`src/tar_pkg.sv`:
```
// Shared types and constants for the tour adjacency rebuild block.
// No dependencies; imported by every module of the block.
`timescale 1ns / 1ps

package tar_pkg;

  localparam int unsigned POINT_W        = 10;
  localparam int unsigned SLOT_W         = POINT_W + 1;
  localparam int unsigned LEN_W          = 11;
  localparam int unsigned TABLE_DEPTH    = 1024;
  localparam int unsigned MAX_POINTS_DEF = 1024;

  // Slot value that names no point.
  localparam logic [SLOT_W-1:0] NO_POINT = SLOT_W'(TABLE_DEPTH);

  typedef enum logic [1:0] {
    OP_BREAK   = 2'd0,
    OP_CREATE  = 2'd1,
    OP_REBUILD = 2'd2,
    OP_READ    = 2'd3
  } op_t;

  typedef struct packed {
    op_t                op;
    logic [POINT_W-1:0] point_a;
    logic [POINT_W-1:0] point_b;
  } in_item_t;

  typedef struct packed {
    logic [POINT_W-1:0] successor;
    logic               status;
    logic [LEN_W-1:0]   tour_length;
  } out_item_t;

  typedef struct packed {
    logic [SLOT_W-1:0] s1;
    logic [SLOT_W-1:0] s0;
  } slot_pair_t;

  localparam slot_pair_t EMPTY_PAIR = '{s1: NO_POINT, s0: NO_POINT};

  typedef enum logic [7:0] {
    S_CLEAR    = 8'b0000_0001,
    S_IDLE     = 8'b0000_0010,
    S_EDGE_A   = 8'b0000_0100,
    S_EDGE_RDB = 8'b0000_1000,
    S_EDGE_B   = 8'b0001_0000,
    S_READ     = 8'b0010_0000,
    S_WALK     = 8'b0100_0000,
    S_POST     = 8'b1000_0000
  } state_t;

endpackage

```
`src/tar_slot_alu.sv`:
```
// Shared slot unit: clear/fill update of one neighbour pair and the
// "other neighbour" pick used by the walk. Depends on tar_pkg.
`timescale 1ns / 1ps

module tar_slot_alu
  import tar_pkg::*;
(
  input  op_t                mode,
  input  slot_pair_t         word,
  input  logic [POINT_W-1:0] peer,
  output slot_pair_t         new_word,
  output logic [SLOT_W-1:0]  other
);

  logic [SLOT_W-1:0] peer_slot;
  logic              hit0;
  logic              hit1;

  assign peer_slot = {1'b0, peer};
  assign hit0      = (word.s0 == peer_slot);
  assign hit1      = (word.s1 == peer_slot);

  // Walk: take the slot that does not lead back, slot 1 on a tie.
  assign other = hit0 ? word.s1 : word.s0;

  always_comb begin
    new_word = word;
    if (mode == OP_BREAK) begin
      if (hit0) new_word.s0 = NO_POINT;
      if (hit1) new_word.s1 = NO_POINT;
    end else begin
      if (word.s0 == NO_POINT) begin
        new_word.s0 = peer_slot;
      end else if (word.s1 == NO_POINT) begin
        new_word.s1 = peer_slot;
      end
    end
  end

endmodule

```
`config.mk`:
```
export PLATFORM = sky130hd
export DESIGN_NAME = tar_slot_alu
export DESIGN_NICKNAME = d
export VERILOG_FILES = /design/src/tar_pkg.sv /design/src/tar_slot_alu.sv
export SDC_FILE = /design/constraint.sdc
export NUM_CORES = 1
export LEC_CHECK = 0
export BUFFER_PORTS_ARGS = -buffer_cell sky130_fd_sc_hd__clkbuf_2
export CORE_MARGIN = 2
export CORE_UTILIZATION = 40
export DETAILED_ROUTE_END_ITERATION = 8
export GPL_ROUTABILITY_DRIVEN = 0
export GPL_TIMING_DRIVEN = 0
export PLACE_DENSITY = 0.89
export SYNTH_ARGS = -nofsm -noshare
export SYNTH_HDL_FRONTEND = slang
export SYNTH_SLANG_ARGS = --single-unit
```
`constraint.sdc`:
```
create_clock -name vclk -period 1.9
set_input_delay 0 -clock vclk [all_inputs]
set_output_delay 0 -clock vclk [all_outputs]
set_load 0.05 [all_outputs]
```
=== Word-level counts from Yosys, hierarchy flattened ===
Cells that the tools add are included.

* Bits in registers: 0
* Input bits: 34

* Muxes and demuxes: 7
* Equal/unequal tests: 4
* Reduce and logical (&&, ||, !) cells: 1

{| class="wikitable"
|+ Operators by type and width
! operator !! number
|-
| 11-bit two-way mux || 6
|-
| 11-bit by 10-bit equality test with 1-bit output || 2
|-
| 11-bit equality test (second input constant) || 2
|-
| 22-bit two-way mux || 1
|-
| 2-bit logical NOT || 1
|}

=== Longest topological paths before layout ===
Gate-level depths: netlist (run 1).

* Depth in word-level cells: 4
* Mapped depth: 5

=== Least setup slack after synthesis (run 1) ===
Ideal clock, no wire load.

* Path kind: in2out
* From: in word[3] in the netlist's numbering
* To: out new_word[0] in the netlist's numbering
* Slack: -0.110 ns
* Arrival: 2.010 ns
* Cell stages on the path: 4
* Path buffers: 0
* Cells stage by stage: or4b_2 -> nor4_4 -> nand2_1 -> a21oi_1

{| class="wikitable"
|+ RTL lines
! element !! line !! source
|-
| start, declared || tar_slot_alu.sv:9 || <nowiki>input slot_pair_t word,</nowiki>
|-
| end, declared || tar_slot_alu.sv:11 || <nowiki>output slot_pair_t new_word,</nowiki>
|}

=== Worst setup path after layout (run 1) ===
* From: in peer[9]
* To: out other[1]

* Cells in the longest elaborated chain, start to end: 2

{| class="wikitable"
|+ RTL lines
! element !! line !! source
|-
| start, declared || tar_slot_alu.sv:10 || <nowiki>input logic [POINT_W-1:0] peer,</nowiki>
|-
| 11-bit by 10-bit equality test with 1-bit output || tar_slot_alu.sv:20 || <nowiki>assign hit0 = (word.s0 == peer_slot);</nowiki>
|-
| 11-bit two-way mux || tar_slot_alu.sv:24 || <nowiki>assign other = hit0 ? word.s1 : word.s0;</nowiki>
|-
| end, declared || tar_slot_alu.sv:12 || <nowiki>output logic [SLOT_W-1:0] other</nowiki>
|}

No other way between the ends.

==> impl_results.md, run 1 <==
- Largest net degree at the start of global routing: 11
- Nets: 210
- Storage cell area: 0 um2
- Vias: ~1200
- Finished Cell Area: 1370 um2
- Total design power: 0.000392 W
- Gate Count Post-Synth: 105
- Crit path depth: 7
- Critical Path Start Type: primary input
- Hold Fails Final Rpt: 0
- Clk pwr share: 0%
- # DRC: 0
- Overall routing resource usage: 26.2%
- Critical path buffers and inverters: 3
- Count of unique library cells instantiated by Yosys: 28
- Slowest CP cell: or4_4
- Final setup violation count: 0
- Comb power frac: 100.0%
- DP Area: 1180 um2
- Switching share of power: 64.1%
- Overall die height: 48.3 um
- Crit path max fanout: 10
- Max_cap viols: 0
- Routed Antenna Nets: 0
- Critical Path Sink: other[1]
- Core Box Area: 1900 um2
- Synth top area cells: xnor2_1 19%, mux2_4 15%, a41oi_1 8.9%, nor2_1 6.7%, a21oi_1 6.4%
- Setup ws final: 0.0218 ns
- Setup tns final: 0 ns
- Row count: 16
- Mapped Nets: 139
- Die W: 48.3 um
- Mapped Area: 783 um2
- Maximum clock frequency: ~530 MHz
- Syn Area/Cell: 7.46 um2
- Sequential fraction of the synthesis area: 0%
- Ports: 67
- Critical path required time: 1.90 ns
- Hold WC Path Type: primary input to primary output
- Fin Hold WS: 0.418 ns
- Final Slew Violations: 0
- Int Power: 0.000141 W
- Vias per cell: 5.74
- Fraction of layout cells with a size suffix above 1: between 50% and 60%
- Synth area leader: xnor2_1
- Setup CP Type: primary input to primary output
- Sw power: ~0.00025 W
- Synth Warn #: 0
- CP Launch Point: peer[9]
- 1st-iter DRT viols: 35
- Pwr Density: 286 nW/um2
- Layout fillers: approximately 150
- PortBufs: 67
- DRT Pass-1 Iters: 4
- # diodes: 0
- Outcome: completed
- P&R area growth vs syn: 75.1%
- Static leakage: between 0.6 and 0.7 nW
- Worst Path Arrival: 1.88 ns
- Top delay family on crit path: simple AND/OR/NAND/NOR gates
- Final wirelength: approximately 3500 um
- Worst-Margin Slew: a little over 0.6 ns
- Tmin final: about 1.9 ns
- Rel. slew slack: between 50% and 60%
- Initial antenna violation count: 0
- Crit share post-route: 98.9%
- Post-DP HPWL: 2540 um
- Most frequent cells in the layout: 46 x clkbuf_2, 17 x xnor2_1, 14 x nor2_1
- Drt wl/cell: 17.3 um
- First-pass GRT wire length: 4380 um
- Commonest non-fill, non-tap cell in the layout: clkbuf_2
- GRT Residual Overflow: 0
- Vias in the first global route: just over 1000
- FFs & Latches: 0
- Post-synth top area share: between 10% and 20%
- Peak supply drop: 0.000183 V
- Die Area: 2330 um2
- CP cell instances: buf_2 > xor2_1 > or4_4 > or3_4 > buf_12 > mux2_4 > buf_8
- Initial Util: 41.2%
- Sequential power share: 0%
- Hold bufs inserted after CTS: 0
- Setup crit end kind: primary output
- Clkbuf count: 0
- Max stage delay on crit path: 0.52 ns
- Dpl ws: -0.118 ns
-- what timing repair did --
| item | 4_1_cts | 5_1_grt |
|---|---|---|
| pin swaps | 1 | 1 |
| resized for setup | 32 | 25 |
| buffers inserted | 0 | 2 |
| setup endpoints to repair | 28 | 31 |
-- cells by family after synthesis --
family / count (synthesis) / synth area share (%)
and+or+nand+nor: 39 / 31.1
buffers and inverters: 13 / 7.35
AOI/OAI and AO/OA: 23 / 21.1
xor gates and xnor gates: 20 / 22.4
muxes: 10 / 18.1
-- power groups by stage --
stage / clock network, W / logic, W / registers, W
floorplan: 0 / 0.000230 / 0
global placement: 0 / 0.000337 / 0
detailed placement: 0 / 0.000344 / 0
CTS: 0 / 0.000372 / 0
global route: 0 / 0.000409 / 0
finish: 0 / 0.000392 / 0
-- metal layers --
metal	track usage, %	up-vias	wire [um]
met3	1.85	14	198
met4	6.49	0	144
met5	0	-	0
met1	33.2	544	1280
met2	47.6	66	1860
li1	-	529	-
-- area by class of cell --
| type | count | area (um2) | area share, % |
|---|---|---|---|
| timing repair buffer | 69 | 492 | 35.9 |
| multi-input combinational | 92 | 773 | 56.4 |
| buffer | 4 | 38.8 | 2.83 |
| tap | 27 | 33.8 | 2.46 |
| inverter | 9 | 33.8 | 2.46 |
-- how the worst min path moves through the flow --
stage	depth (start not counted)	from	slack [ns]	endpoint
floorplan	2	word[0]	0.20	new_word[0]
global placement	4	word[4]	0.44	new_word[4]
detailed placement	4	word[5]	0.45	new_word[5]
CTS	4	word[19]	0.42	new_word[19]
global route	3	word[18]	0.43	other[7]
finish	3	word[18]	0.42	other[7]
-- Yosys cell counts, types with 3 or more instances --
cell and n:
or4_1 3, nand2_1 6, nor2_1 14, xor2_1 3, inv_1 9, a21oi_1 10
nand4_1 3, mux2_4 8, a41oi_1 8, xnor2_1 17
-- stage by stage --
stage	instances	util (%)
2_1_floorplan	105	-
3_3_place_gp	199	62.2
3_5_place_dp	199	62.2
4_1_cts	199	68.9
5_1_grt	201	72.1
6_report	201	72.1
No activity file was read; power rests on OpenSTA's default activity.
==> inputs of run 2 (changes only) <==
--- a/config.mk
+++ b/config.mk
@@ -6,12 +6,13 @@
 export NUM_CORES = 1
 export LEC_CHECK = 0
 export BUFFER_PORTS_ARGS = -buffer_cell sky130_fd_sc_hd__clkbuf_2
+export CORE_ASPECT_RATIO = 1.25
 export CORE_MARGIN = 2
 export CORE_UTILIZATION = 40
 export DETAILED_ROUTE_END_ITERATION = 8
 export GPL_ROUTABILITY_DRIVEN = 0
 export GPL_TIMING_DRIVEN = 0
-export PLACE_DENSITY = 0.89
+export PLACE_DENSITY = 0.82
 export SYNTH_ARGS = -nofsm -noshare
 export SYNTH_HDL_FRONTEND = slang
 export SYNTH_SLANG_ARGS = --single-unit
==> impl_results.md, run 2 (synthesis gave the netlist of run 1 again) <==
- Clk pwr share: 0% (unchanged)
- Pwr Density: 283 nW/um2 (-1.1%)
- Final setup violation count: 0 (unchanged)
- Die W: 43.6 um (-9.7%)
- FFs & Latches: 0 (unchanged)
- P&R area growth vs syn: 67.7%
- Setup tns final: 0 ns (unchanged)
- Critical path required time: 1.90 ns (about the same)
- Footprint of the multi-input gates: 781 um2 (+0.97%)
- Row count: 17 (+1)
- Final wirelength: 3000 um (-14%)
- Largest net degree at the start of global routing: 11 (unchanged)
- Vias in the first global route: 1057 (+4.3%)
- Crit share post-route: 98.5% (-0.39 points)
- Most frequent cells in the layout: 47 x clkbuf_2, 17 x xnor2_1, 14 x nor2_1
- Post-DP HPWL: 2320 um (-8.6%)
- Critical Path Start Type: primary input
- PortBufs: 67 (unchanged)
- Setup CP Type: primary input to primary output
- RSZ-0062 raised after global routing: yes
- # DRC: 0 (unchanged)
- Worst Path Arrival: 1.87 ns (about the same)
- Hold Fails Final Rpt: 0 (unchanged)
- Commonest non-fill, non-tap cell in the layout: clkbuf_2
- Int Power: 0.000130 W (-7.7%)
- Sw power: 0.000241 W (-4.0%)
- Static leakage: 0.625 nW (-3.2%)
- Initial antenna violation count: 0 (unchanged)
- Layout fillers: 144 (-3.4%)
- Peak supply drop: 0.000170 V (-6.9%)
- Comb power frac: 100.0% (about the same)
- Die Area: 2330 um2 (+0.10%)
- Worst-Margin Slew: 0.653 ns (+0.0386 ns)
- Crit path max fanout: 10 (unchanged)
- Vias per cell: 5.78 (+0.71%)
- Switching share of power: 65.0% (+0.90 points)
- Storage cell area: 0 um2 (unchanged)
- Fraction of layout cells with a size suffix above 1: 57.5% (+0.57 points)
- Clkbuf count: 0 (unchanged)
- Tmin final: 1.87 ns (-0.00741 ns)
- Initial Util: 43.3% (+2.1 points)
- 1st-iter DRT viols: 36 (+2.9%)
- Overall routing resource usage: 24.2% (-2.0 points)
- Nets: 210 (unchanged)
- GRT Residual Overflow: 0 (unchanged)
- First-pass GRT wire length: 4480 um (+2.2%)
- Core Box Area: 1810 um2 (-4.9%)
- Hold WC Path Type: primary input to primary output
- Routed Antenna Nets: 0 (unchanged)
- Sequential power share: 0% (unchanged)
- Setup crit end kind: primary output
- Outcome: completed
- Maximum clock frequency: 535 MHz (+0.40%)
- Drt wl/cell: 15.6 um (-10%)
- Fin Hold WS: 0.400 ns (-0.0181 ns)
- Ports: 67 (unchanged)
- DRT Pass-1 Iters: 4 (unchanged)
- Rel. slew slack: 56.3% (-2.6 points)
- # diodes: 0 (unchanged)
- Max_cap viols: 0 (unchanged)
- Overall die height: 53.5 um (+11%)
- Vias: 1115 (-3.3%)
- Final Slew Violations: 0 (unchanged)
## run 2: cell count changes in the layout (fill, tap and decap cells not counted)
cell,delta
a41oi_1,-1
a41oi_2,+1
buf_12,-1
buf_2,+2
buf_4,-2
buf_6,+8
buf_8,-7
clkbuf_2,+1
clkbuf_4,+1
clkbuf_8,-2
## run 2: worst max-delay path: stages
cell and delay (ns):
clkbuf_2 0.13, xor2_1 0.17, or4_4 0.53, or3_4 0.40, buf_8 0.17, mux2_4 0.31
buf_6 0.15
## run 2: worst paths after layout
path	end	cells past startpoint	slack, ns	from
max	other[8]	7	0.03	peer[9]
min	new_word[19]	4	0.40	word[19]
## run 2: through the flow
| stage | instances | power, W | area [um2] | worst slack (ns) | util, % |
|---|---|---|---|---|---|
| global route | 193 | 0.000389 | 1310 | -0.0245 | 72.7 |
| global placement | 191 | 0.000338 | 1170 | -0.0492 | 64.8 |
| CTS | 193 | 0.000356 | 1250 | 0.00198 | 69.0 |
| detailed placement | 191 | 0.000342 | 1170 | -0.0933 | 64.8 |
| floorplan | 105 | 0.000230 | 813 | 0.00235 | - |
| finish | 193 | 0.000371 | 1310 | 0.0292 | 72.7 |
## run 2: layout make-up
| class | instances | share of cell area, % |
|---|---|---|
| Multi-Input combinational cell | 92 | 59.4 |
| Timing Repair Buffer | 69 | 33.6 |
| Buffer | 4 | 2.57 |
| Inverter | 9 | 2.57 |
| Tap cell | 19 | 1.81 |
## run 2: power by group through the flow
stage	clock, W	sequential (W)	combinational, W
finish	0	0	0.000371
global route	0	0	0.000389
CTS	0	0	0.000356
detailed placement	0	0	0.000342
global placement	0	0	0.000338
floorplan	0	0	0.000230
## run 2: repair_timing
| item | 4_1_cts | 5_1_grt |
|---|---|---|
| cloned | 0 | 0 |
| setup buffers | 2 | 0 |
| endpoints found under the setup margin | 26 | 31 |
| hold buffers | 0 | 0 |
| hold endpoints to repair | 0 | 0 |
| gates resized for setup | 20 | 31 |
## run 2: metal layers
metal,up-vias,share of wire (%),track usage [%]
met2,55,54,46.1
met5,-,0,0
li1,527,-,-
met3,6,5.4,1.02
met1,527,39,28.2
met4,0,1.5,7.58
==> inputs of run 3 (changes only) <==
--- a/config.mk
+++ b/config.mk
@@ -5,6 +5,7 @@
 export SDC_FILE = /design/constraint.sdc
 export NUM_CORES = 1
 export LEC_CHECK = 0
+export ABC_AREA = 1
 export BUFFER_PORTS_ARGS = -buffer_cell sky130_fd_sc_hd__clkbuf_2
 export CORE_ASPECT_RATIO = 1.25
 export CORE_MARGIN = 2
@@ -12,7 +13,7 @@
 export DETAILED_ROUTE_END_ITERATION = 8
 export GPL_ROUTABILITY_DRIVEN = 0
 export GPL_TIMING_DRIVEN = 0
-export PLACE_DENSITY = 0.82
+export PLACE_DENSITY = 0.73
 export SYNTH_ARGS = -nofsm -noshare
 export SYNTH_HDL_FRONTEND = slang
 export SYNTH_SLANG_ARGS = --single-unit
==> impl_results.md, run 3 <==
- Outcome: completed
- Finished Cell Area: 1470 um2 (+12%)
- CP cell instances: clkbuf_2 > inv_1 > nand2_1 > nor2_1 > nand2_1 > nor2_4 > nand2_4 > buf_12 > nand2_2 > nand2_2 > nor2_2 > clkbuf_2
- FFs & Latches: 0 (unchanged)
- # DRC: 0 (unchanged)
- Initial antenna violation count: 0 (unchanged)
- Largest net degree at the start of global routing: 11 (unchanged)
- # diodes: 0 (unchanged)
- Fin Hold WS: 0.425 ns (+0.0253 ns)
- Setup tns final: 0 ns (unchanged)
- PortBufs: 67 (unchanged)
- Final Non-Filler Cells: 316 (+64%)
- Final wirelength: 3530 um (+18%)
- Static leakage: 0.948 nW (+51%)
- RSZ-0062 raised after global routing: no
- Mapped Nets: 249 (+79%)
- Final setup violation count: 0 (unchanged)
- Count leader, synth: nand2_1
- Clk pwr share: 0% (unchanged)
- Mapped Area: 1090 um2 (+39%)
- Row count: 21 (+4)
- Crit path max fanout: 10 (unchanged)
- Drt wl/cell: 11.2 um (-28%)
- Most frequent cells in the layout: 85 x nand2_1, 67 x clkbuf_2, 28 x inv_1
- Peak supply drop: 0.000125 V (-26%)
- Max_cap viols: 0 (unchanged)
- Worst-Margin Slew: 0.495 ns (-0.158 ns)
- Hold Fails Final Rpt: 0 (unchanged)
- Hold bufs inserted after CTS: 0 (unchanged)
- Nets: 318 (+51%)
- Number of gates resized after cts: 0 (-100%)
- Sequential power share: 0% (unchanged)
- Setup CP Type: primary input to primary output
- Core Box Area: 2630 um2 (+45%)
- Synth Warn #: 0 (unchanged)
- Crit share post-route: 69.0% (-29 points)
- Pwr Density: 278 nW/um2 (-1.8%)
- Initial Util: 41.6% (-1.8 points)
- Storage cell area: 0 um2 (unchanged)
- Setup crit end kind: primary output
- Routed Antenna Nets: 0 (unchanged)
- DP Area: 1470 um2 (+25%)
- Vias in the first global route: 1326 (+25%)
- Post-synth top area share: 29.2% (+10 points)
- Layout fillers: 288 (+100%)
- Cells after DPL: 316 (+65%)
- Slowest CP cell: clkbuf_2
- Synth top area cells: nand2_1 29%, inv_1 9.6%, nand3_1 7.3%, nor2_1 6.2%, nor2_2 5.7%
- Worst Path Arrival: 1.31 ns (-0.56 ns)
- Final Slew Violations: 0 (unchanged)
- Syn Area/Cell: 5.08 um2 (-32%)
- Post-DP HPWL: 2920 um (+26%)
- Sequential fraction of the synthesis area: 0% (unchanged)
- Overall die height: 62.4 um (+17%)
- Int Power: 0.000113 W (-13%)
- 1st-iter DRT viols: 30 (-17%)
- Ports: 67 (unchanged)
- Critical Path Start Type: primary input
- Gate Count Post-Synth: 215 (+100%)
- Fraction of layout cells with a size suffix above 1: 38.7% (-19 points)
- Critical path required time: 1.90 ns (about the same)
- Setup bufs post-CTS: 0 (-2)
- Maximum clock frequency: 763 MHz (+43%)
- First-pass GRT wire length: 5670 um (+27%)
- GRT Residual Overflow: 0 (unchanged)
- Vias: 1476 (+32%)
- Count of unique library cells instantiated by Yosys: 24 (-14%)
- Clkbuf count: 0 (unchanged)
- Most frequent cells after synthesis: 85 x nand2_1, 28 x inv_1, 18 x nor2_1, 16 x nand3_1
- Switching share of power: 72.4% (+7.4 points)
- Synth area leader: nand2_1
- Sw power: 0.000295 W (+22%)
- Max stage delay on crit path: 0.27 ns (-0.26 ns)
- P&R area growth vs syn: 34.6%
- Vias per cell: 4.67 (-19%)
- Rel. slew slack: 67.0% (+11 points)
- Die W: 50.7 um (+16%)
- Overall routing resource usage: 22.0% (-2.2 points)
- Comb power frac: 100.0% (about the same)
- DRT Pass-1 Iters: 5 (+1)
- Tmin final: 1.31 ns (-0.560 ns)
- Total design power: 0.000408 W (+9.9%)
- Commonest non-fill, non-tap cell in the layout: nand2_1
- Hold WC Path Type: primary input to primary output
- Die Area: 3170 um2 (+36%)
[run 3: changes by cell type in the layout (fill, tap and decap cells not counted), moves of 14 or more]
cell	previous run	this run
clkbuf_2	47	67
inv_1	9	28
nand2_1	6	85
nand3_1	2	16
[run 3: layout make-up]
class	instances	area [um2]	share of cell area [%]
plain buffers	7	82.6	5.62
inverters	33	124	8.43
multi-input cells	175	886	60.3
well taps	34	42.5	2.89
repair buffers	67	335	22.8
[run 3: kinds of logic (layout without fill, tap and decap cells)]
logic type / Yosys count / after routing / synth area share [%]
AND/OR/NAND/NOR: 144 / 144 / 60.3
AO/OA/AOI/OAI: 22 / 22 / 13.6
buffers and inverters: 40 / 107 / 18.9
XOR/XNOR: 9 / 9 / 7.22
[run 3: worst paths after layout]
| check | start | to | slack, ns | cells past startpoint |
|---|---|---|---|---|
| setup / recovery | word[16] | new_word[13] | 0.59 | 12 |
| hold / removal | word[21] | new_word[21] | 0.43 | 4 |
[run 3: layer usage]
layer / global-route usage [%] / share of wire (%)
met4: 1.35 / 0.60
met3: 0.239 / 4.7
met1: 29.4 / 44
met5: 0 / 0
met2: 40.6 / 51
[run 3: through the flow]
| stage | setup slack (ns) | util [%] |
|---|---|---|
| after floorplan | 0.597 | - |
| after global placement | 0.577 | 56.0 |
| after detailed placement | 0.577 | 56.0 |
| after CTS | 0.580 | 56.0 |
| after global routing | 0.468 | 56.0 |
| final | 0.590 | 56.0 |
[run 3: power by group through the flow]
stage / combinational (W) / clock, W / sequential [W]
floorplan: 0.000284 / 0 / 0
global placement: 0.000406 / 0 / 0
detailed placement: 0.000408 / 0 / 0
CTS: 0.000409 / 0 / 0
global route: 0.000439 / 0 / 0
finish: 0.000408 / 0 / 0
[run 3: worst max-delay path, delay by kind of cell]
family / cells / cell delay, ns
buffers and inverters: 4 / 0.64
and+or+nand+nor: 8 / 0.66
